**src/rtl/core/fbrs_pkg.sv**
```systemverilog
// ----------------------------------------------------------------------------
// fbrs_pkg
// Types and constants shared by the base run segmenter and its checker.
// ----------------------------------------------------------------------------
package fbrs_pkg;

  localparam int unsigned MaxChunk  = 65536;
  localparam int unsigned LenW      = 17;
  localparam int unsigned ByteW     = 8;
  localparam int unsigned CfgDataW  = 32;
  localparam int unsigned CfgAddrW  = 2;
  localparam int unsigned OutDataW  = 32;
  localparam int unsigned QueueDepth = 4;
  localparam int unsigned QPtrW     = $clog2(QueueDepth);
  localparam int unsigned QCntW     = $clog2(QueueDepth + 1);

  localparam logic [LenW-1:0] MaxChunkLen = LenW'(MaxChunk);
  localparam logic [LenW-1:0] LimitReset  = LenW'(65536);

  localparam logic [CfgAddrW-1:0] RegChunkLimit = '0;

  localparam logic KindBase     = 1'b0;
  localparam logic KindChunkEnd = 1'b1;

  localparam logic [ByteW-1:0] ChGt   = 8'h3E;
  localparam logic [ByteW-1:0] ChPlus = 8'h2B;
  localparam logic [ByteW-1:0] ChAt   = 8'h40;
  localparam logic [ByteW-1:0] ChEq   = 8'h3D;
  localparam logic [ByteW-1:0] ChNl   = 8'h0A;
  localparam logic [ByteW-1:0] ChUA   = 8'h41;
  localparam logic [ByteW-1:0] ChUC   = 8'h43;
  localparam logic [ByteW-1:0] ChUG   = 8'h47;
  localparam logic [ByteW-1:0] ChUT   = 8'h54;
  localparam logic [ByteW-1:0] ChUU   = 8'h55;
  localparam logic [ByteW-1:0] ChLa   = 8'h61;
  localparam logic [ByteW-1:0] ChLc   = 8'h63;
  localparam logic [ByteW-1:0] ChLg   = 8'h67;
  localparam logic [ByteW-1:0] ChLt   = 8'h74;
  localparam logic [ByteW-1:0] ChLu   = 8'h75;

  typedef struct packed {
    logic            starts_new;
    logic [LenW-1:0] chunk_length;
    logic [ByteW-1:0] base_char;
    logic            kind;
  } res_t;

  function automatic logic is_base(input logic [ByteW-1:0] c);
    return (c == ChUA) || (c == ChLa) || (c == ChUC) || (c == ChLc) ||
           (c == ChUG) || (c == ChLg) || (c == ChUT) || (c == ChLt) ||
           (c == ChUU) || (c == ChLu);
  endfunction

  function automatic logic is_header_mark(input logic [ByteW-1:0] c);
    return (c == ChGt) || (c == ChPlus) || (c == ChAt) || (c == ChEq);
  endfunction

endpackage

```
**src/rtl/core/fasta_base_run_segmenter_top.sv**
```systemverilog
// ----------------------------------------------------------------------------
// fasta_base_run_segmenter_top
// Splits a FASTA/FASTQ byte stream into runs of bases with chunk-end beats.
// ----------------------------------------------------------------------------
// The block takes one byte beat per clock cycle while the input is ready;
// each byte is classified in the cycle it is accepted and yields zero, one
// or two output beats, which enter a four-entry output queue. The input is
// ready whenever that queue holds at most two beats, so with a consumer that
// takes a beat every cycle the block sustains one byte per cycle until bytes
// that yield two beats fill the queue. Beats are offered from the registered queue.
// ----------------------------------------------------------------------------
module fasta_base_run_segmenter_top (
  input  logic                             clk_i,
  input  logic                             rst_ni,
  // APB configuration port
  input  logic                             psel,
  input  logic                             penable,
  input  logic                             pwrite,
  input  logic [fbrs_pkg::CfgAddrW-1:0]    paddr,
  input  logic [fbrs_pkg::CfgDataW-1:0]    pwdata,
  output logic [fbrs_pkg::CfgDataW-1:0]    prdata,
  output logic                             pready,
  // Input stream
  input  logic                             s_axis_tvalid,
  output logic                             s_axis_tready,
  input  logic [7:0]                       s_axis_tdata,  // byte_value[7:0]
  input  logic                             s_axis_tlast,  // last_byte
  // Output stream
  output logic                             m_axis_tvalid,
  input  logic                             m_axis_tready,
  // base_char[7:0], chunk_length[24:8], starts_new[25], zero[31:26]
  output logic [fbrs_pkg::OutDataW-1:0]    m_axis_tdata,
  output logic                             m_axis_tuser   // kind
);
  import fbrs_pkg::*;

  logic [LenW-1:0]  chunk_limit_q;
  logic [LenW-1:0]  limit;
  logic             in_header_q, in_header_d;
  logic [LenW-1:0]  chunk_count_q, chunk_count_d;
  logic             break_seen_q, break_seen_d;
  logic             at_file_start_q, at_file_start_d;

  res_t             res0, res1;
  logic [1:0]       n_res;

  res_t             queue_q [QueueDepth];
  logic [QPtrW-1:0] wr_ptr_q, rd_ptr_q;
  logic [QCntW-1:0] count_q;
  logic             s_fire, m_fire;
  logic [ByteW-1:0] c;

  assign pready = 1'b1;
  assign prdata = (paddr == RegChunkLimit) ? CfgDataW'(chunk_limit_q) : '0;

  always_ff @(posedge clk_i or negedge rst_ni) begin
    if (!rst_ni) begin
      chunk_limit_q <= LimitReset;
    end else if (psel && penable && pwrite && (paddr == RegChunkLimit)) begin
      chunk_limit_q <= pwdata[LenW-1:0];
    end
  end

  always_comb begin
    if (chunk_limit_q == '0) begin
      limit = LenW'(1);
    end else if (chunk_limit_q > MaxChunkLen) begin
      limit = MaxChunkLen;
    end else begin
      limit = chunk_limit_q;
    end
  end

  assign s_axis_tready = (count_q <= QCntW'(QueueDepth - 2));
  assign s_fire        = s_axis_tvalid && s_axis_tready;
  assign m_axis_tvalid = (count_q != '0);
  assign m_fire        = m_axis_tvalid && m_axis_tready;
  assign c             = s_axis_tdata;

  always_comb begin
    res_t end_res;
    in_header_d     = in_header_q;
    chunk_count_d   = chunk_count_q;
    break_seen_d    = break_seen_q;
    at_file_start_d = 1'b0;
    res0            = '0;
    res1            = '0;
    n_res           = 2'd0;
    end_res         = '0;

    if (in_header_q) begin
      if (c == ChNl) begin
        in_header_d = 1'b0;
      end
    end else if (is_base(c)) begin
      res0.kind      = KindBase;
      res0.base_char = c;
      n_res          = 2'd1;
      chunk_count_d  = chunk_count_q + LenW'(1);
      if (chunk_count_d >= limit) begin
        res1.kind         = KindChunkEnd;
        res1.chunk_length = chunk_count_d;
        res1.starts_new   = break_seen_q;
        n_res             = 2'd2;
        chunk_count_d     = '0;
        break_seen_d      = 1'b0;
      end
    end else if (c == ChNl) begin
      n_res = 2'd0;
    end else begin
      if (chunk_count_q != '0) begin
        res0.kind         = KindChunkEnd;
        res0.chunk_length = chunk_count_q;
        res0.starts_new   = break_seen_q;
        n_res             = 2'd1;
        chunk_count_d     = '0;
        break_seen_d      = 1'b0;
      end
      if (is_header_mark(c)) begin
        in_header_d = 1'b1;
        if (!at_file_start_q) begin
          break_seen_d = 1'b1;
        end
      end else begin
        break_seen_d = 1'b1;
      end
    end

    if (s_axis_tlast) begin
      if (chunk_count_d != '0) begin
        end_res.kind         = KindChunkEnd;
        end_res.chunk_length = chunk_count_d;
        end_res.starts_new   = break_seen_d;
        if (n_res == 2'd0) begin
          res0 = end_res;
        end else begin
          res1 = end_res;
        end
        n_res = n_res + 2'd1;
      end
      in_header_d     = 1'b0;
      chunk_count_d   = '0;
      break_seen_d    = 1'b0;
      at_file_start_d = 1'b1;
    end
  end

  always_ff @(posedge clk_i or negedge rst_ni) begin
    if (!rst_ni) begin
      in_header_q     <= 1'b0;
      chunk_count_q   <= '0;
      break_seen_q    <= 1'b0;
      at_file_start_q <= 1'b1;
      wr_ptr_q        <= '0;
      rd_ptr_q        <= '0;
      count_q         <= '0;
    end else begin
      if (s_fire) begin
        in_header_q     <= in_header_d;
        chunk_count_q   <= chunk_count_d;
        break_seen_q    <= break_seen_d;
        at_file_start_q <= at_file_start_d;
        wr_ptr_q        <= wr_ptr_q + QPtrW'(n_res);
      end
      if (m_fire) begin
        rd_ptr_q <= rd_ptr_q + QPtrW'(1);
      end
      count_q <= count_q + (s_fire ? QCntW'(n_res) : QCntW'(0))
                         - (m_fire ? QCntW'(1) : QCntW'(0));
    end
  end

  always_ff @(posedge clk_i) begin
    if (s_fire && (n_res != 2'd0)) begin
      queue_q[wr_ptr_q] <= res0;
    end
    if (s_fire && (n_res == 2'd2)) begin
      queue_q[wr_ptr_q + QPtrW'(1)] <= res1;
    end
  end

  always_comb begin
    res_t head;
    head          = queue_q[rd_ptr_q];
    m_axis_tuser  = head.kind;
    m_axis_tdata  = OutDataW'({head.starts_new, head.chunk_length, head.base_char});
  end

endmodule

```
**config.mk**
```make
export PLATFORM = sky130hd
export DESIGN_NAME = fasta_base_run_segmenter_top
export DESIGN_NICKNAME = d
export VERILOG_FILES = /design/src/rtl/core/fbrs_pkg.sv /design/src/rtl/core/fasta_base_run_segmenter_top.sv
export SDC_FILE = /design/constraint.sdc
export NUM_CORES = 1
export LEC_CHECK = 0
export BUFFER_PORTS_ARGS = -buffer_cell sky130_fd_sc_hd__buf_2
export CAP_MARGIN = 20
export CORE_MARGIN = 5
export CORE_UTILIZATION = 49
export CTS_CLUSTER_SIZE = 10
export DETAILED_ROUTE_END_ITERATION = 8
export GPL_TIMING_DRIVEN = 0
export PLACE_DENSITY = 0.66
export SLEW_MARGIN = 25
export SYNTH_ARGS = -nofsm -noshare
export SYNTH_HDL_FRONTEND = slang
export SYNTH_SLANG_ARGS = --single-unit
```
**constraint.sdc**
```tcl
create_clock -name clk_i -period 8.32 [get_ports clk_i]
set_clock_uncertainty 0.15 [all_clocks]
set_input_delay 0.416 -clock clk_i [delete_from_list [all_inputs] [get_ports clk_i]]
set_output_delay 0.416 -clock clk_i [all_outputs]
set_load 0.02 [all_outputs]
```
# Yosys cells after proc, flatten, opt, wreduce, memory -nomap -nowiden

Memories as Yosys holds them, arrays and structs flattened.
Index checks and enable logic that the tools add are counted.

$add $sub $neg: 7
Magnitude comparators: 3
Equality and inequality tests: 16
Mux-type cells: 57
Reduce and logical (&&, ||, !) cells: 26

Operators with widths:

| kind                                                   | count |
|---|---|
| two-way mux 27 bit                                     | 7 |
| two-way mux 17 bit                                     | 9 |
| two-way mux 18 bit                                     | 6 |
| equality test 8 x 7 -> 1 bit (second input constant)   | 11 |
| nonzero test 17 bit                                    | 2 |
| two-way mux 1 bit                                      | 28 |
| equality test 8 x 6 -> 1 bit (second input constant)   | 3 |
| adder 17 x 1 -> 17 bit (second input constant)         | 1 |
| greater-or-equal comparator 17 bit                     | 1 |
| greater-than comparator 17 bit (second input constant) | 1 |
| logical NOT 17 bit                                     | 1 |
| logical OR 1 bit                                       | 12 |
| two-way mux 2 bit                                      | 6 |
| equality test 8 x 4 -> 1 bit (second input constant)   | 1 |
| two-way mux 8 bit                                      | 1 |
| logical AND 1 bit                                      | 7 |
| adder 2 x 1 -> 2 bit (second input constant)           | 3 |
| logical NOT 2 bit                                      | 2 |
| adder 3 x 2 -> 3 bit                                   | 1 |
| <= comparator 3 x 2 -> 1 bit (second input constant)   | 1 |
| nonzero test 3 bit                                     | 1 |
| subtractor 3 x 1 -> 3 bit                              | 1 |
| adder 2 bit                                            | 1 |
| equality test 2 bit (second input constant)            | 1 |
| nonzero test 2 bit                                     | 1 |

Bits in registers: 44
Memory bits (writable): 108
Input port bits: 50
Memories kept: 1

Memories:

| name    | words | width | read ports | clocked after Yosys merged registers in | wr ports | RTL line                           | RTL |
|---|---|---|---|---|---|---|---|
| queue_q | 4     | 27    | 1          | 0                                       | 2        | fasta_base_run_segmenter_top.sv:47 | `res_t queue_q [QueueDepth];` |

# Longest topological paths before layout

Gate-level depths: netlist of run 1.

Word-level depth: 19
Depth in mapped cells: 24
Mapped depth without buffers: 23

# Worst setup path after synthesis of run 1

Ideal clock, no wire load.

Path kind: register to register
Start point: register chunk_count_q[0]
End point: memory queue_q[3][0] (netlist bit), enable pin
Setup time: 0.386 ns
Arrival time: 5.414 ns
Slack: 2.370 ns
Stages on the path, launching flop included: 23
Period minus slack after synthesis: 5.950 ns
Path through: dfrtp_1 ha_1 nand3_1 or4_1 or2_2 nand2_1 nand2_1 ha_1 and4_1 and3_1 a221oi_1 and2_1 clkbuf_1 nor2_1 nor2_1 inv_1 ha_1 nor3_1 nand2_1 nand3_1 buf_4 buf_4 nand2_1

RTL lines:

| element                | RTL line                            | RTL |
|---|---|---|
| from (decl)            | fasta_base_run_segmenter_top.sv:40  | `logic [LenW-1:0] chunk_count_q, chunk_count_d;` |
| from (signal assigned) | fasta_base_run_segmenter_top.sv:160 | `chunk_count_q <= chunk_count_d;` |
| to (decl)              | fasta_base_run_segmenter_top.sv:47  |  |

==> run_summary.xml, run 1 <==
<?xml version="1.0" encoding="UTF-8"?>
<metrics>
  <group name="global_routing">
    <metric name="maximum_number_of_pins_on_one_net_before_global_route_repair" unit="">45</metric>
    <metric name="met2_usage" unit="">0.383</metric>
    <metric name="grt_remaining_overflow" unit="">0</metric>
    <metric name="grt_usage" unit="">0.246</metric>
    <metric name="grt_use_met3" unit="">0.0561</metric>
    <metric name="grt_antenna_before_repair" unit="">0</metric>
    <metric name="globalRoute.busiestLayer" unit="">met2</metric>
    <metric name="use_met1" unit="">0.339</metric>
    <metric name="wire_length_of_the_first_global_routing_pass" unit="um">41600</metric>
    <metric name="first_global_vias" unit="">7475</metric>
  </group>
  <group name="die">
    <metric name="die_height" unit="um">146</metric>
    <metric name="die_area" unit="um^2">21400</metric>
    <metric name="floorplan.rows" unit="">49</metric>
    <metric name="coreArea" unit="um^2">18100</metric>
    <metric name="fp.dieW" unit="um">146</metric>
    <metric name="io_pins" unit="">118</metric>
    <metric name="start_util" unit="">0.502</metric>
  </group>
  <group name="setup_path">
    <metric name="reg2reg_slack" unit="ns">0.81</metric>
    <metric name="worst_setup_path_start_kind" unit="">flop</metric>
    <metric name="worstSetupEndpointType" unit="">flop</metric>
    <metric name="worstReg2RegStart" unit="">chunk_count_q[0]</metric>
    <metric name="critPathRequiredTime" unit="ns">8.13</metric>
    <metric name="worst_ep_arrival_time" unit="ns">7.31</metric>
    <metric name="critPathKind" unit="">flop to flop</metric>
    <metric name="worst-r2r-cell-count" unit="">22</metric>
    <metric name="reg2reg_to" unit="">queue_q[3][11]</metric>
    <metric name="critical_path_peak_fanout" unit="">19</metric>
  </group>
  <group name="yosys">
    <metric name="synth_top_family_by_area" unit="">compound AO/OA/AOI/OAI gates</metric>
    <metric name="post_synth_num_cell_types" unit="">80</metric>
    <metric name="synth_sequential_area_ratio" unit="">0.442</metric>
    <metric name="syn_area" unit="um^2">9120</metric>
    <metric name="post_synth_xor_area_fraction" unit="">0.0173</metric>
    <metric name="postSynthAreaPerCell" unit="um^2">10.7</metric>
    <metric name="synth.ff_latch_count" unit="">152</metric>
    <metric name="postSynthCellCount" unit="">854</metric>
    <metric name="synth_edf_count" unit="">76</metric>
    <metric name="yosysWarningCount" unit="">0</metric>
    <metric name="postSynth.topFlopCell" unit="">sky130_fd_sc_hd__edfxtp_1</metric>
    <metric name="adder_cell_fraction_of_synth_area" unit="">0.0365</metric>
    <metric name="async_flop_share" unit="">0.289</metric>
    <metric name="synthMuxAreaShare" unit="">0.106</metric>
    <metric name="fraction_of_the_mapped_netlist_area_in_compound_gates" unit="">0.195</metric>
    <metric name="post_synth_and_or_nand_nor_area_fraction" unit="">0.137</metric>
  </group>
  <group name="sta">
    <metric name="final_critical_path_setup_slack" unit="ns">0.812</metric>
    <metric name="finalMaxSlewViolations" unit="">0</metric>
    <metric name="setup_viol" unit="">0</metric>
    <metric name="min_period" unit="ns">7.51</metric>
    <metric name="slew-limit-headroom" unit="">0.316</metric>
    <metric name="final-hold-violation-count" unit="">0</metric>
    <metric name="min_period_over_period" unit="">0.902</metric>
    <metric name="tns" unit="ns">0</metric>
    <metric name="fmaxAchievable" unit="GHz">0.133</metric>
    <metric name="grt_setup_unrepaired" unit="">no</metric>
    <metric name="tightestPinTransition" unit="ns">1.03</metric>
  </group>
  <group name="place">
    <metric name="dpl_cell_area" unit="um^2">9880</metric>
    <metric name="gpl.final_weighted_congestion" unit="">0.966</metric>
    <metric name="port_buffers" unit="">78</metric>
    <metric name="hpwl_reported_at_the_end_of_detailed_placement" unit="um">18900</metric>
    <metric name="place_inst" unit="">1181</metric>
    <metric name="dpl_worst_slack" unit="ns">0.970</metric>
  </group>
  <group name="cells_and_area">
    <metric name="layout-area-overhead-vs-synth" unit="%">14.9</metric>
    <metric name="layout-drive-gt1-share" unit="">0.241</metric>
    <metric name="fin_util" unit="">0.577</metric>
    <metric name="antenna_cells" unit="">0</metric>
    <metric name="final_cell_area" unit="um^2">10500</metric>
    <metric name="num-nets-final" unit="">1048</metric>
    <metric name="layoutNonFillerInstCount" unit="">1214</metric>
  </group>
  <group name="outcome">
    <metric name="outcome" unit="">completed</metric>
  </group>
  <group name="detailed_routing">
    <metric name="drt-initial-drc-count" unit="">887</metric>
    <metric name="route.vias.total" unit="">7628</metric>
    <metric name="route.detailed.wl_per_inst" unit="um">21.7</metric>
    <metric name="antenna_violating_nets_post_route" unit="">0</metric>
    <metric name="dr.pass1.iters" unit="">5</metric>
    <metric name="postRouteWirelength" unit="um">26300</metric>
    <metric name="route.detailed.drc" unit="">0</metric>
    <metric name="post_drt_via_cell_ratio" unit="">6.28</metric>
  </group>
  <group name="cts">
    <metric name="insertion_delay" unit="ns">0.43</metric>
    <metric name="cts_htree_levels" unit="">4</metric>
    <metric name="tritoncts" unit="">yes</metric>
    <metric name="numClockSinks" unit="">152</metric>
    <metric name="tritoncts.num_buffers" unit="">17</metric>
    <metric name="clkSlewWorstSetupHoldPaths" unit="ns">0.07</metric>
    <metric name="clock_path_buffers" unit="">2</metric>
    <metric name="clk_root_buffer_cell" unit="">sky130_fd_sc_hd__clkbuf_16</metric>
  </group>
  <group name="power_and_ir_drop">
    <metric name="power-per-cell-area" unit="nW/um^2">278</metric>
    <metric name="p_leak" unit="nW">4.09</metric>
    <metric name="ir_worst_vdd" unit="uV">165</metric>
  </group>
  <group name="min_path">
    <metric name="holdCritStartpoint" unit="">pwdata[16]</metric>
    <metric name="timing.hold.worst.class" unit="">input port to flop</metric>
    <metric name="worst_hold_depth" unit="">3</metric>
    <metric name="worst_hold_path.endpoint" unit="">chunk_limit_q[16]</metric>
  </group>
  <group name="run">
    <metric name="cap_violations" unit="">0</metric>
  </group>
</metrics>
## worst max path at each step
stage	to	depth (start not counted)	from	slack [ns]
4_1_cts	queue_q[3][21]	22	chunk_count_q[0]	0.93
2_1_floorplan	queue_q[3][0]	22	chunk_count_q[0]	2.37
3_3_place_gp	queue_q[3][23]	22	chunk_count_q[0]	0.99
5_1_grt	queue_q[3][25]	22	chunk_count_q[0]	0.41
6_report	queue_q[3][11]	22	chunk_count_q[0]	0.81
3_5_place_dp	queue_q[3][23]	22	chunk_count_q[0]	0.97
## layout by cell type, fill, tap and decap left out, drive strengths merged, types with 5 or more instances in the layout
cell type / instances
nand2b: 6
o31ai: 19
clkbuf: 46
and3: 16
a22o: 13
conb: 22
a41o: 5
nor4: 9
o21ai: 48
buf: 135
nand2: 81
nand3: 10
nor3: 10
inv: 30
ha: 25
o22ai: 77
mux2: 15
dfrtp: 42
mux2i: 19
a21oi: 26
or3: 7
edfxtp: 76
nand4: 18
a22oi: 24
xnor2: 12
or2: 5
nor2: 30
clkinv: 5
and2: 23
mux4: 27
dfxtp: 32
and4: 7
xor2: 6
a221oi: 5
## through the flow
| stage | hold slack [ns] | power [mW] |
|---|---|---|
| after floorplan | -0.0296 | 1.81 |
| after global placement | 0.303 | 2.13 |
| after detailed placement | 0.306 | 2.14 |
| after CTS | 0.0323 | 2.92 |
| after global routing | 0.0411 | 3.07 |
| final | 0.0401 | 2.92 |
## cell families (layout without fill, tap and decap cells)
family | after synthesis | after routing
muxes | 61 | 61
other | 2 | 22
AOI/OAI and AO/OA | 249 | 249
and+or+nand+nor | 236 | 236
buffers and inverters | 110 | 221
xor gates and xnor gates | 18 | 18
adders and majority gates | 26 | 26
DFF | 152 | 152
## synthesized netlist by cell type, types with 7 or more instances
master,n,area share
sky130_fd_sc_hd__nand2_1,80,0.033
sky130_fd_sc_hd__o22ai_1,77,0.053
sky130_fd_sc_hd__edfxtp_1,76,0.25
sky130_fd_sc_hd__o21ai_0,46,0.025
sky130_fd_sc_hd__dfrtp_1,42,0.12
sky130_fd_sc_hd__buf_4,33,0.027
sky130_fd_sc_hd__dfxtp_1,32,0.070
sky130_fd_sc_hd__nor2_1,30,0.012
sky130_fd_sc_hd__mux4_2,27,0.067
sky130_fd_sc_hd__inv_1,26,0.011
sky130_fd_sc_hd__clkbuf_1,25,0.010
sky130_fd_sc_hd__ha_1,25,0.034
sky130_fd_sc_hd__a21oi_1,23,0.013
sky130_fd_sc_hd__and2_1,21,0.014
sky130_fd_sc_hd__o31ai_1,19,0.016
sky130_fd_sc_hd__a22oi_1,18,0.015
sky130_fd_sc_hd__mux2i_1,18,0.020
sky130_fd_sc_hd__nand4_1,18,0.012
sky130_fd_sc_hd__buf_2,16,0.0088
sky130_fd_sc_hd__and3_1,15,0.010
sky130_fd_sc_hd__mux2_2,15,0.019
sky130_fd_sc_hd__a22o_1,13,0.012
sky130_fd_sc_hd__xnor2_1,12,0.012
sky130_fd_sc_hd__nand3_1,10,0.0055
sky130_fd_sc_hd__nor3_1,10,0.0055
sky130_fd_sc_hd__and4_1,7,0.0067
sky130_fd_sc_hd__or3_1,7,0.0048
## layout make-up
type,instances,area (um^2)
fill,1598,7670
sequential,152,4030
timing repair buffer,79,403
clock inverter,12,139
inverter,27,101
buffer,83,494
clock buffer,20,447
tap,229,287
multi-input combinational,612,4580
## worst max-delay path: stages (launching register included)
cell,delay (ns)
sky130_fd_sc_hd__dfrtp_1,0.65
sky130_fd_sc_hd__ha_1,0.36
sky130_fd_sc_hd__nand3_1,0.30
sky130_fd_sc_hd__or4_1,0.64
sky130_fd_sc_hd__or2_2,0.36
sky130_fd_sc_hd__nand2_1,0.10
sky130_fd_sc_hd__nand2_1,0.07
sky130_fd_sc_hd__ha_1,0.29
sky130_fd_sc_hd__and4_1,0.23
sky130_fd_sc_hd__and3_1,0.17
sky130_fd_sc_hd__a221oi_1,0.37
sky130_fd_sc_hd__and2_1,0.18
sky130_fd_sc_hd__clkbuf_1,0.48
sky130_fd_sc_hd__nor2_1,0.08
sky130_fd_sc_hd__nor2_1,0.22
sky130_fd_sc_hd__inv_1,0.13
sky130_fd_sc_hd__ha_1,0.34
sky130_fd_sc_hd__nor3_1,0.60
sky130_fd_sc_hd__nand2_1,0.15
sky130_fd_sc_hd__nand3_1,0.12
sky130_fd_sc_hd__buf_4,0.22
sky130_fd_sc_hd__buf_4,0.24
sky130_fd_sc_hd__nand2_1,0.57
## state kept, by name (all words and copies together), names as in the netlist
signal,flops
queue_q,108
chunk_count_q,17
chunk_limit_q,17
count_q,3
rd_ptr_q,2
wr_ptr_q,2
at_file_start_q,1
break_seen_q,1
in_header_q,1
## timing repair
item | in CTS | in global routing
hold buffers | 0 | 1
resized for setup | 0 | 0
buffers inserted | 0 | 0
hold endpoints to repair | 0 | 42
## per-layer routing
metal | part of all wire | routed length, um
met2 | 0.46 | 12100
met5 | 0 | 0
met4 | 0.032 | 829
met3 | 0.088 | 2320
met1 | 0.42 | 11100
## report_power, final
group          internal [mW]  total, mW  switching [mW]
combinational          0.438       1.16           0.720
clock                  0.454      0.780           0.326
sequential             0.907      0.980          0.0730
No activity file was read; power rests on OpenSTA's default activity.
==> run 2, diff against run 1 <==
--- a/config.mk
+++ b/config.mk
@@ -12,7 +12,7 @@
 export CTS_CLUSTER_SIZE = 10
 export DETAILED_ROUTE_END_ITERATION = 8
 export GPL_TIMING_DRIVEN = 0
-export PLACE_DENSITY = 0.66
+export PLACE_DENSITY = 0.76
 export SLEW_MARGIN = 25
 export SYNTH_ARGS = -nofsm -noshare
 export SYNTH_HDL_FRONTEND = slang
==> run 2 against run 1 <==
Effect of this change:
- die area stayed put
- sequential power is essentially flat
- flip-flop and latch count stayed put
- sequential share of layout area shrank 0.055 points
- non-clock buffer count unchanged
- routed wire length shrank 2.0%
- register-to-register slack worse by 0.02 ns
- combinational power hardly changed
- core utilization grew 0.083 points
- cell area up 0.14%
- maximum frequency shrank 0.29%
- setup slack got worse by 0.022 ns
- largest cell class unchanged
- highest routed layer is now met5
==> run_summary.xml, run 2 (synthesis gave the netlist of run 1 again) <==
<?xml version="1.0" encoding="UTF-8"?>
<metrics>
  <group name="setup_path">
    <metric name="worst-r2r-cell-count" unit="">22</metric>
    <metric name="worst_setup_path_start_kind" unit="">flop</metric>
    <metric name="worst_ep_arrival_time" unit="ns">7.33</metric>
    <metric name="reg2reg_slack" unit="ns">0.79</metric>
    <metric name="critPathKind" unit="">flop to flop</metric>
    <metric name="worstReg2RegStart" unit="">chunk_count_q[0]</metric>
    <metric name="critPathLaunch" unit="">chunk_count_q[0]</metric>
    <metric name="critical_path_peak_fanout" unit="">19</metric>
    <metric name="reg2reg_to" unit="">queue_q[3][24]</metric>
    <metric name="critical_path.endpoint" unit="">queue_q[3][24]</metric>
    <metric name="worstSetupEndpointType" unit="">flop</metric>
    <metric name="critPathRequiredTime" unit="ns">8.12</metric>
  </group>
  <group name="outcome">
    <metric name="outcome" unit="">completed</metric>
  </group>
  <group name="place">
    <metric name="hpwl_reported_at_the_end_of_detailed_placement" unit="um">18600</metric>
    <metric name="dpl_cell_area" unit="um^2">9880</metric>
    <metric name="port_buffers" unit="">78</metric>
    <metric name="gpl.final_weighted_congestion" unit="">0.996</metric>
  </group>
  <group name="min_path">
    <metric name="timing.hold.worst.class" unit="">input port to flop</metric>
  </group>
  <group name="cells_and_area">
    <metric name="antenna_cells" unit="">0</metric>
    <metric name="n_fill_cell" unit="">1535</metric>
    <metric name="num-nets-final" unit="">1048</metric>
    <metric name="largest_register" unit="">queue_q</metric>
    <metric name="largest_register_ff_count" unit="">108</metric>
    <metric name="layout-area-overhead-vs-synth" unit="%">15.1</metric>
    <metric name="most-common-layout-cells" unit="">93 x sky130_fd_sc_hd__buf_2, 80 x sky130_fd_sc_hd__nand2_1, 77 x sky130_fd_sc_hd__o22ai_1, 76 x sky130_fd_sc_hd__edfxtp_1, 46 x sky130_fd_sc_hd__o21ai_0</metric>
    <metric name="most_common_library_cell_in_the_layout_ignoring_fill_and_taps" unit="">sky130_fd_sc_hd__buf_2</metric>
    <metric name="regArea" unit="um^2">4030</metric>
    <metric name="layout-drive-gt1-share" unit="">0.244</metric>
    <metric name="top_regs" unit="">queue_q: 108 flops, chunk_count_q: 17 flops, chunk_limit_q: 17 flops</metric>
    <metric name="final_cell_area" unit="um^2">10500</metric>
    <metric name="multi_input_area" unit="um^2">4580</metric>
  </group>
  <group name="die">
    <metric name="start_util" unit="">0.502</metric>
    <metric name="io_pins" unit="">118</metric>
    <metric name="coreArea" unit="um^2">18100</metric>
    <metric name="fp.dieW" unit="um">146</metric>
    <metric name="die_area" unit="um^2">21400</metric>
    <metric name="die_height" unit="um">146</metric>
    <metric name="floorplan.rows" unit="">49</metric>
  </group>
  <group name="cts">
    <metric name="clk_root_buffer_cell" unit="">sky130_fd_sc_hd__clkbuf_16</metric>
    <metric name="insertion_delay" unit="ns">0.43</metric>
    <metric name="clkSlewWorstSetupHoldPaths" unit="ns">0.07</metric>
    <metric name="cts_post_setup_buffers_inserted" unit="">0</metric>
    <metric name="cts_htree_levels" unit="">4</metric>
    <metric name="total_of_cells_resized_after_clock_tree_synthesis" unit="">0</metric>
    <metric name="tritoncts.num_buffers" unit="">17</metric>
    <metric name="tritoncts" unit="">yes</metric>
    <metric name="clock_path_buffers" unit="">2</metric>
    <metric name="numClockSinks" unit="">152</metric>
    <metric name="cts_hold_repair.buffers" unit="">0</metric>
  </group>
  <group name="sta">
    <metric name="setup_viol" unit="">0</metric>
    <metric name="grt_setup_unrepaired" unit="">no</metric>
    <metric name="tns" unit="ns">0</metric>
    <metric name="min_period" unit="ns">7.53</metric>
    <metric name="min_period_over_period" unit="">0.905</metric>
    <metric name="tightestPinTransition" unit="ns">1.02</metric>
    <metric name="finalMaxSlewViolations" unit="">0</metric>
    <metric name="fmaxAchievable" unit="GHz">0.133</metric>
    <metric name="final-hold-violation-count" unit="">0</metric>
    <metric name="slew-limit-headroom" unit="">0.319</metric>
  </group>
  <group name="detailed_routing">
    <metric name="postRouteWirelength" unit="um">25800</metric>
    <metric name="drt-initial-drc-count" unit="">923</metric>
    <metric name="post_drt_via_cell_ratio" unit="">6.35</metric>
    <metric name="antenna_violating_nets_post_route" unit="">0</metric>
    <metric name="route.detailed.wl_per_inst" unit="um">21.2</metric>
    <metric name="route.vias.total" unit="">7706</metric>
    <metric name="dr.pass1.iters" unit="">6</metric>
    <metric name="route.detailed.drc" unit="">0</metric>
  </group>
  <group name="global_routing">
    <metric name="grt_remaining_overflow" unit="">0</metric>
    <metric name="wire_length_of_the_first_global_routing_pass" unit="um">40400</metric>
    <metric name="grt_usage" unit="">0.239</metric>
    <metric name="grt_antenna_before_repair" unit="">1</metric>
    <metric name="first_global_vias" unit="">7394</metric>
    <metric name="maximum_number_of_pins_on_one_net_before_global_route_repair" unit="">45</metric>
  </group>
  <group name="run">
    <metric name="cap_violations" unit="">0</metric>
  </group>
  <group name="power_and_ir_drop">
    <metric name="p_leak" unit="nW">4.09</metric>
    <metric name="ir_worst_vdd" unit="uV">152</metric>
    <metric name="power-per-cell-area" unit="nW/um^2">279</metric>
  </group>
</metrics>
==> run 2: cell count changes in the layout (fill, tap and decap cells not counted), sizes merged <==
cell | previous run | this run
clkbuf | 46 | 44
inv | 30 | 32
clkinv | 5 | 4
clkinvlp | 2 | 3
==> run 2: metrics by stage <==
stage	worst slack, ns	power, mW	hold slack (ns)	cells	utilization
after floorplan	2.37	1.81	-0.0296	874	-
after global placement	1.05	2.11	0.306	1181	0.544
after detailed placement	1.03	2.14	0.307	1181	0.544
after CTS	0.975	2.93	0.0378	1213	0.577
after global routing	0.393	3.08	0.0427	1214	0.578
final	0.790	2.93	0.0422	1214	0.578
==> run 2: area by class of cell <==
class                           instances  share of cell area
Clock buffer                           18              0.0419
Sequential cell                       152               0.384
Inverter                               27             0.00966
Multi-Input combinational cell        612               0.437
Buffer                                 83              0.0471
Timing Repair Buffer                   79              0.0384
Tap cell                              229              0.0273
Clock inverter                         14              0.0154
==> run 2: report_power, final <==
part	switching, mW	total [mW]	internal, mW
Clock	0.337	0.795	0.458
Combinational	0.719	1.16	0.438
Sequential	0.0717	0.978	0.906
==> run 2: critical path: stages, from the launching register on <==
cell and delay [ns]:
sky130_fd_sc_hd__dfrtp_1 0.60, sky130_fd_sc_hd__ha_1 0.34, sky130_fd_sc_hd__nand3_1 0.34, sky130_fd_sc_hd__or4_1 0.68
sky130_fd_sc_hd__nor2_1 0.17, sky130_fd_sc_hd__xnor2_1 0.20, sky130_fd_sc_hd__inv_1 0.15, sky130_fd_sc_hd__ha_1 0.34
sky130_fd_sc_hd__and4_1 0.20, sky130_fd_sc_hd__and3_1 0.17, sky130_fd_sc_hd__a221oi_1 0.37, sky130_fd_sc_hd__and2_1 0.19
sky130_fd_sc_hd__clkbuf_1 0.45, sky130_fd_sc_hd__nor2_1 0.08, sky130_fd_sc_hd__nor2_1 0.21, sky130_fd_sc_hd__inv_1 0.12
sky130_fd_sc_hd__ha_1 0.33, sky130_fd_sc_hd__nor3_1 0.61, sky130_fd_sc_hd__nand2_1 0.16, sky130_fd_sc_hd__nand3_1 0.12
sky130_fd_sc_hd__buf_4 0.22, sky130_fd_sc_hd__buf_4 0.23, sky130_fd_sc_hd__nand2_1 0.60
==> run 2: worst min-delay path by stage <==
stage	start	endpoint	slack, ns	cells after the start
after floorplan	rst_ni	break_seen_q	-0.03	0
after global placement	queue_q[1][5]	queue_q[1][5]	0.31	2
after detailed placement	queue_q[1][5]	queue_q[1][5]	0.31	2
after CTS	rst_ni	chunk_limit_q[11]	0.04	1
after global routing	pwdata[0]	chunk_limit_q[0]	0.04	3
final	pwdata[0]	chunk_limit_q[0]	0.04	3
==> run 2: per-layer routing <==
layer,global-route usage,vias to the layer above,part of all wire
li1,-,3499,-
met1,0.316,3684,0.40
met2,0.386,450,0.47
met3,0.0573,71,0.091
met4,0.0847,2,0.029
met5,0,-,0.00043
==> run 3, diff against run 2 <==
--- a/config.mk
+++ b/config.mk
@@ -8,11 +8,11 @@
 export BUFFER_PORTS_ARGS = -buffer_cell sky130_fd_sc_hd__buf_2
 export CAP_MARGIN = 20
 export CORE_MARGIN = 5
-export CORE_UTILIZATION = 49
+export CORE_UTILIZATION = 48
 export CTS_CLUSTER_SIZE = 10
 export DETAILED_ROUTE_END_ITERATION = 8
 export GPL_TIMING_DRIVEN = 0
-export PLACE_DENSITY = 0.76
+export PLACE_DENSITY = 0.75
 export SLEW_MARGIN = 25
 export SYNTH_ARGS = -nofsm -noshare
 export SYNTH_HDL_FRONTEND = slang
==> run 3 against run 2 <==
Effect of this change:
- die area rose by 1.9%
- sequential power barely moved
- via count barely moved
- non-clock buffer count did not move
==> run_summary.xml, run 3 (synthesis gave the netlist of run 1 again) <==
<?xml version="1.0" encoding="UTF-8"?>
<metrics>
  <group name="cts">
    <metric name="cts_post_setup_buffers_inserted" unit="">0</metric>
    <metric name="insertion_delay" unit="ns">0.44</metric>
    <metric name="tritoncts.num_buffers" unit="">17</metric>
    <metric name="tritoncts" unit="">yes</metric>
    <metric name="cts_htree_levels" unit="">4</metric>
    <metric name="numClockSinks" unit="">152</metric>
    <metric name="clk_root_buffer_cell" unit="">sky130_fd_sc_hd__clkbuf_16</metric>
    <metric name="clock_path_buffers" unit="">2</metric>
    <metric name="total_of_cells_resized_after_clock_tree_synthesis" unit="">0</metric>
    <metric name="clkSlewWorstSetupHoldPaths" unit="ns">0.07</metric>
    <metric name="cts_hold_repair.buffers" unit="">0</metric>
  </group>
  <group name="power_and_ir_drop">
    <metric name="power-per-cell-area" unit="nW/um^2">278</metric>
    <metric name="ir_worst_vdd" unit="uV">162</metric>
    <metric name="power_switching_share" unit="">0.389</metric>
    <metric name="power.share.sequential" unit="">0.336</metric>
    <metric name="net-switching-power" unit="mW">1.13</metric>
    <metric name="internal_power" unit="mW">1.78</metric>
    <metric name="power_frac_comb" unit="">0.400</metric>
    <metric name="clock_group_share_of_total_power" unit="">0.265</metric>
    <metric name="p_leak" unit="nW">4.09</metric>
  </group>
  <group name="sta">
    <metric name="min_period" unit="ns">7.58</metric>
    <metric name="final-hold-violation-count" unit="">0</metric>
    <metric name="tightestPinTransition" unit="ns">1.06</metric>
    <metric name="finalMaxSlewViolations" unit="">0</metric>
    <metric name="fmaxAchievable" unit="GHz">0.132</metric>
    <metric name="tns" unit="ns">0</metric>
    <metric name="setup_viol" unit="">0</metric>
    <metric name="min_period_over_period" unit="">0.911</metric>
    <metric name="grt_setup_unrepaired" unit="">no</metric>
    <metric name="final_critical_path_setup_slack" unit="ns">0.737</metric>
    <metric name="slew-limit-headroom" unit="">0.291</metric>
  </group>
  <group name="detailed_routing">
    <metric name="antenna_violating_nets_post_route" unit="">0</metric>
    <metric name="drt-initial-drc-count" unit="">1087</metric>
    <metric name="route.vias.total" unit="">7711</metric>
    <metric name="route.detailed.drc" unit="">0</metric>
    <metric name="postRouteWirelength" unit="um">25800</metric>
    <metric name="dr.pass1.iters" unit="">8</metric>
    <metric name="post_drt_via_cell_ratio" unit="">6.33</metric>
    <metric name="route.detailed.wl_per_inst" unit="um">21.2</metric>
  </group>
  <group name="cells_and_area">
    <metric name="num-nets-final" unit="">1048</metric>
    <metric name="regArea" unit="um^2">4030</metric>
    <metric name="layout-drive-gt1-share" unit="">0.243</metric>
    <metric name="antenna_cells" unit="">0</metric>
    <metric name="multi_input_area" unit="um^2">4580</metric>
    <metric name="n_fill_cell" unit="">1592</metric>
    <metric name="largest_register" unit="">queue_q</metric>
    <metric name="final_cell_area" unit="um^2">10500</metric>
    <metric name="largest_register_ff_count" unit="">108</metric>
    <metric name="top_regs" unit="">queue_q: 108 flops, chunk_count_q: 17 flops, chunk_limit_q: 17 flops</metric>
    <metric name="most_common_library_cell_in_the_layout_ignoring_fill_and_taps" unit="">sky130_fd_sc_hd__buf_2</metric>
    <metric name="most-common-layout-cells" unit="">93 x sky130_fd_sc_hd__buf_2, 80 x sky130_fd_sc_hd__nand2_1, 77 x sky130_fd_sc_hd__o22ai_1, 76 x sky130_fd_sc_hd__edfxtp_1, 46 x sky130_fd_sc_hd__o21ai_0</metric>
    <metric name="layout-area-overhead-vs-synth" unit="%">14.9</metric>
  </group>
  <group name="min_path">
    <metric name="worst_hold_depth" unit="">3</metric>
    <metric name="timing.hold.worst.class" unit="">input port to flop</metric>
    <metric name="holdCritStartpoint" unit="">pwdata[0]</metric>
  </group>
  <group name="setup_path">
    <metric name="critPathLaunch" unit="">chunk_count_q[0]</metric>
    <metric name="critPathKind" unit="">flop to flop</metric>
    <metric name="critPathRequiredTime" unit="ns">8.12</metric>
    <metric name="worstSetupEndpointType" unit="">flop</metric>
    <metric name="worstReg2RegStart" unit="">chunk_count_q[0]</metric>
    <metric name="worst-r2r-cell-count" unit="">21</metric>
    <metric name="worst_ep_arrival_time" unit="ns">7.39</metric>
    <metric name="worst_setup_path_start_kind" unit="">flop</metric>
    <metric name="critical_path_peak_fanout" unit="">19</metric>
  </group>
  <group name="place">
    <metric name="gpl.final_weighted_congestion" unit="">1.02</metric>
    <metric name="port_buffers" unit="">78</metric>
    <metric name="hpwl_reported_at_the_end_of_detailed_placement" unit="um">18200</metric>
    <metric name="dpl_cell_area" unit="um^2">9890</metric>
    <metric name="dpl_worst_slack" unit="ns">0.959</metric>
  </group>
  <group name="die">
    <metric name="start_util" unit="">0.487</metric>
    <metric name="io_pins" unit="">118</metric>
    <metric name="die_area" unit="um^2">21900</metric>
    <metric name="die_height" unit="um">148</metric>
    <metric name="fp.dieW" unit="um">148</metric>
    <metric name="coreArea" unit="um^2">18700</metric>
    <metric name="floorplan.rows" unit="">50</metric>
  </group>
  <group name="run">
    <metric name="cap_violations" unit="">0</metric>
  </group>
  <group name="global_routing">
    <metric name="grt_usage" unit="">0.235</metric>
    <metric name="maximum_number_of_pins_on_one_net_before_global_route_repair" unit="">45</metric>
    <metric name="grt_remaining_overflow" unit="">0</metric>
    <metric name="grt_antenna_before_repair" unit="">0</metric>
    <metric name="first_global_vias" unit="">7362</metric>
    <metric name="wire_length_of_the_first_global_routing_pass" unit="um">40500</metric>
  </group>
  <group name="outcome">
    <metric name="outcome" unit="">completed</metric>
  </group>
</metrics>
run 3: cell types whose count changed in the layout (fill, tap and decap cells not counted):
cell                        previous run  this run
sky130_fd_sc_hd__bufinv_16             2         0
sky130_fd_sc_hd__clkbuf_16            17        20
sky130_fd_sc_hd__clkbuf_2              1         2
sky130_fd_sc_hd__clkbuf_8              1         0
sky130_fd_sc_hd__clkinv_1              1         2
sky130_fd_sc_hd__clkinv_4              1         0
sky130_fd_sc_hd__inv_4                 0         1
sky130_fd_sc_hd__inv_6                 3         4
sky130_fd_sc_hd__inv_8                 3         0
run 3: final timing paths:
kind	endpoint	slack (ns)
setup / recovery	queue_q[1][15]	0.74
hold / removal	chunk_limit_q[0]	0.04
setup reg to reg	queue_q[1][15]	0.74
hold reg to reg	queue_q[1][5]	0.32
max in group asynchronous	chunk_count_q[2]	7.21
min in group asynchronous	chunk_limit_q[15]	0.39
run 3: critical path, stage by stage (launching register included):
cell,delay (ns)
sky130_fd_sc_hd__dfrtp_1,0.63
sky130_fd_sc_hd__ha_1,0.36
sky130_fd_sc_hd__nand3_1,0.30
sky130_fd_sc_hd__or4_1,0.67
sky130_fd_sc_hd__nor2_1,0.18
sky130_fd_sc_hd__xnor2_1,0.20
sky130_fd_sc_hd__inv_1,0.15
sky130_fd_sc_hd__ha_1,0.32
sky130_fd_sc_hd__and4_1,0.20
sky130_fd_sc_hd__and3_1,0.17
sky130_fd_sc_hd__a221oi_1,0.37
sky130_fd_sc_hd__and2_1,0.18
sky130_fd_sc_hd__clkbuf_1,0.47
sky130_fd_sc_hd__nor2_1,0.08
sky130_fd_sc_hd__nor2_1,0.21
sky130_fd_sc_hd__inv_1,0.13
sky130_fd_sc_hd__ha_1,0.34
sky130_fd_sc_hd__nor3_1,0.62
sky130_fd_sc_hd__a21oi_4,0.20
sky130_fd_sc_hd__nand2_1,0.23
sky130_fd_sc_hd__buf_2,0.29
sky130_fd_sc_hd__nand2_1,0.61
run 3: final cells by class:
class / instances / share of cell area
Multi-Input combinational cell: 612 / 0.437
Sequential cell: 152 / 0.384
Clock buffer: 21 / 0.0481
Buffer: 83 / 0.0473
Timing Repair Buffer: 79 / 0.0384
Tap cell: 234 / 0.0279
Inverter: 27 / 0.00967
Clock inverter: 11 / 0.00740
run 3: power groups by stage:
stage | Combinational (mW) | Sequential [mW] | Clock (mW)
floorplan | 0.846 | 0.966 | 0
finish | 1.17 | 0.979 | 0.772
detailed placement | 1.15 | 0.993 | 0
global placement | 1.13 | 0.987 | 0
global route | 1.26 | 0.992 | 0.803
CTS | 1.16 | 0.978 | 0.768
run 3: per-layer routing:
layer  up-vias  track usage  wire length, um
li1       3491            -                -
met1      3648        0.327            10400
met2       497        0.370            12000
met3        75       0.0497             2660
met4         0       0.0734              727
met5         -            0                0
run 3: through the flow:
stage          instances   util  total power, mW  hold WS, ns
5_1_grt             1219  0.560             3.05       0.0590
4_1_cts             1218  0.560             2.90       0.0329
2_1_floorplan        874      -             1.81      -0.0296
3_5_place_dp        1186  0.528             2.14        0.304
6_report            1219  0.560             2.92       0.0402
3_3_place_gp        1186  0.528             2.12        0.305
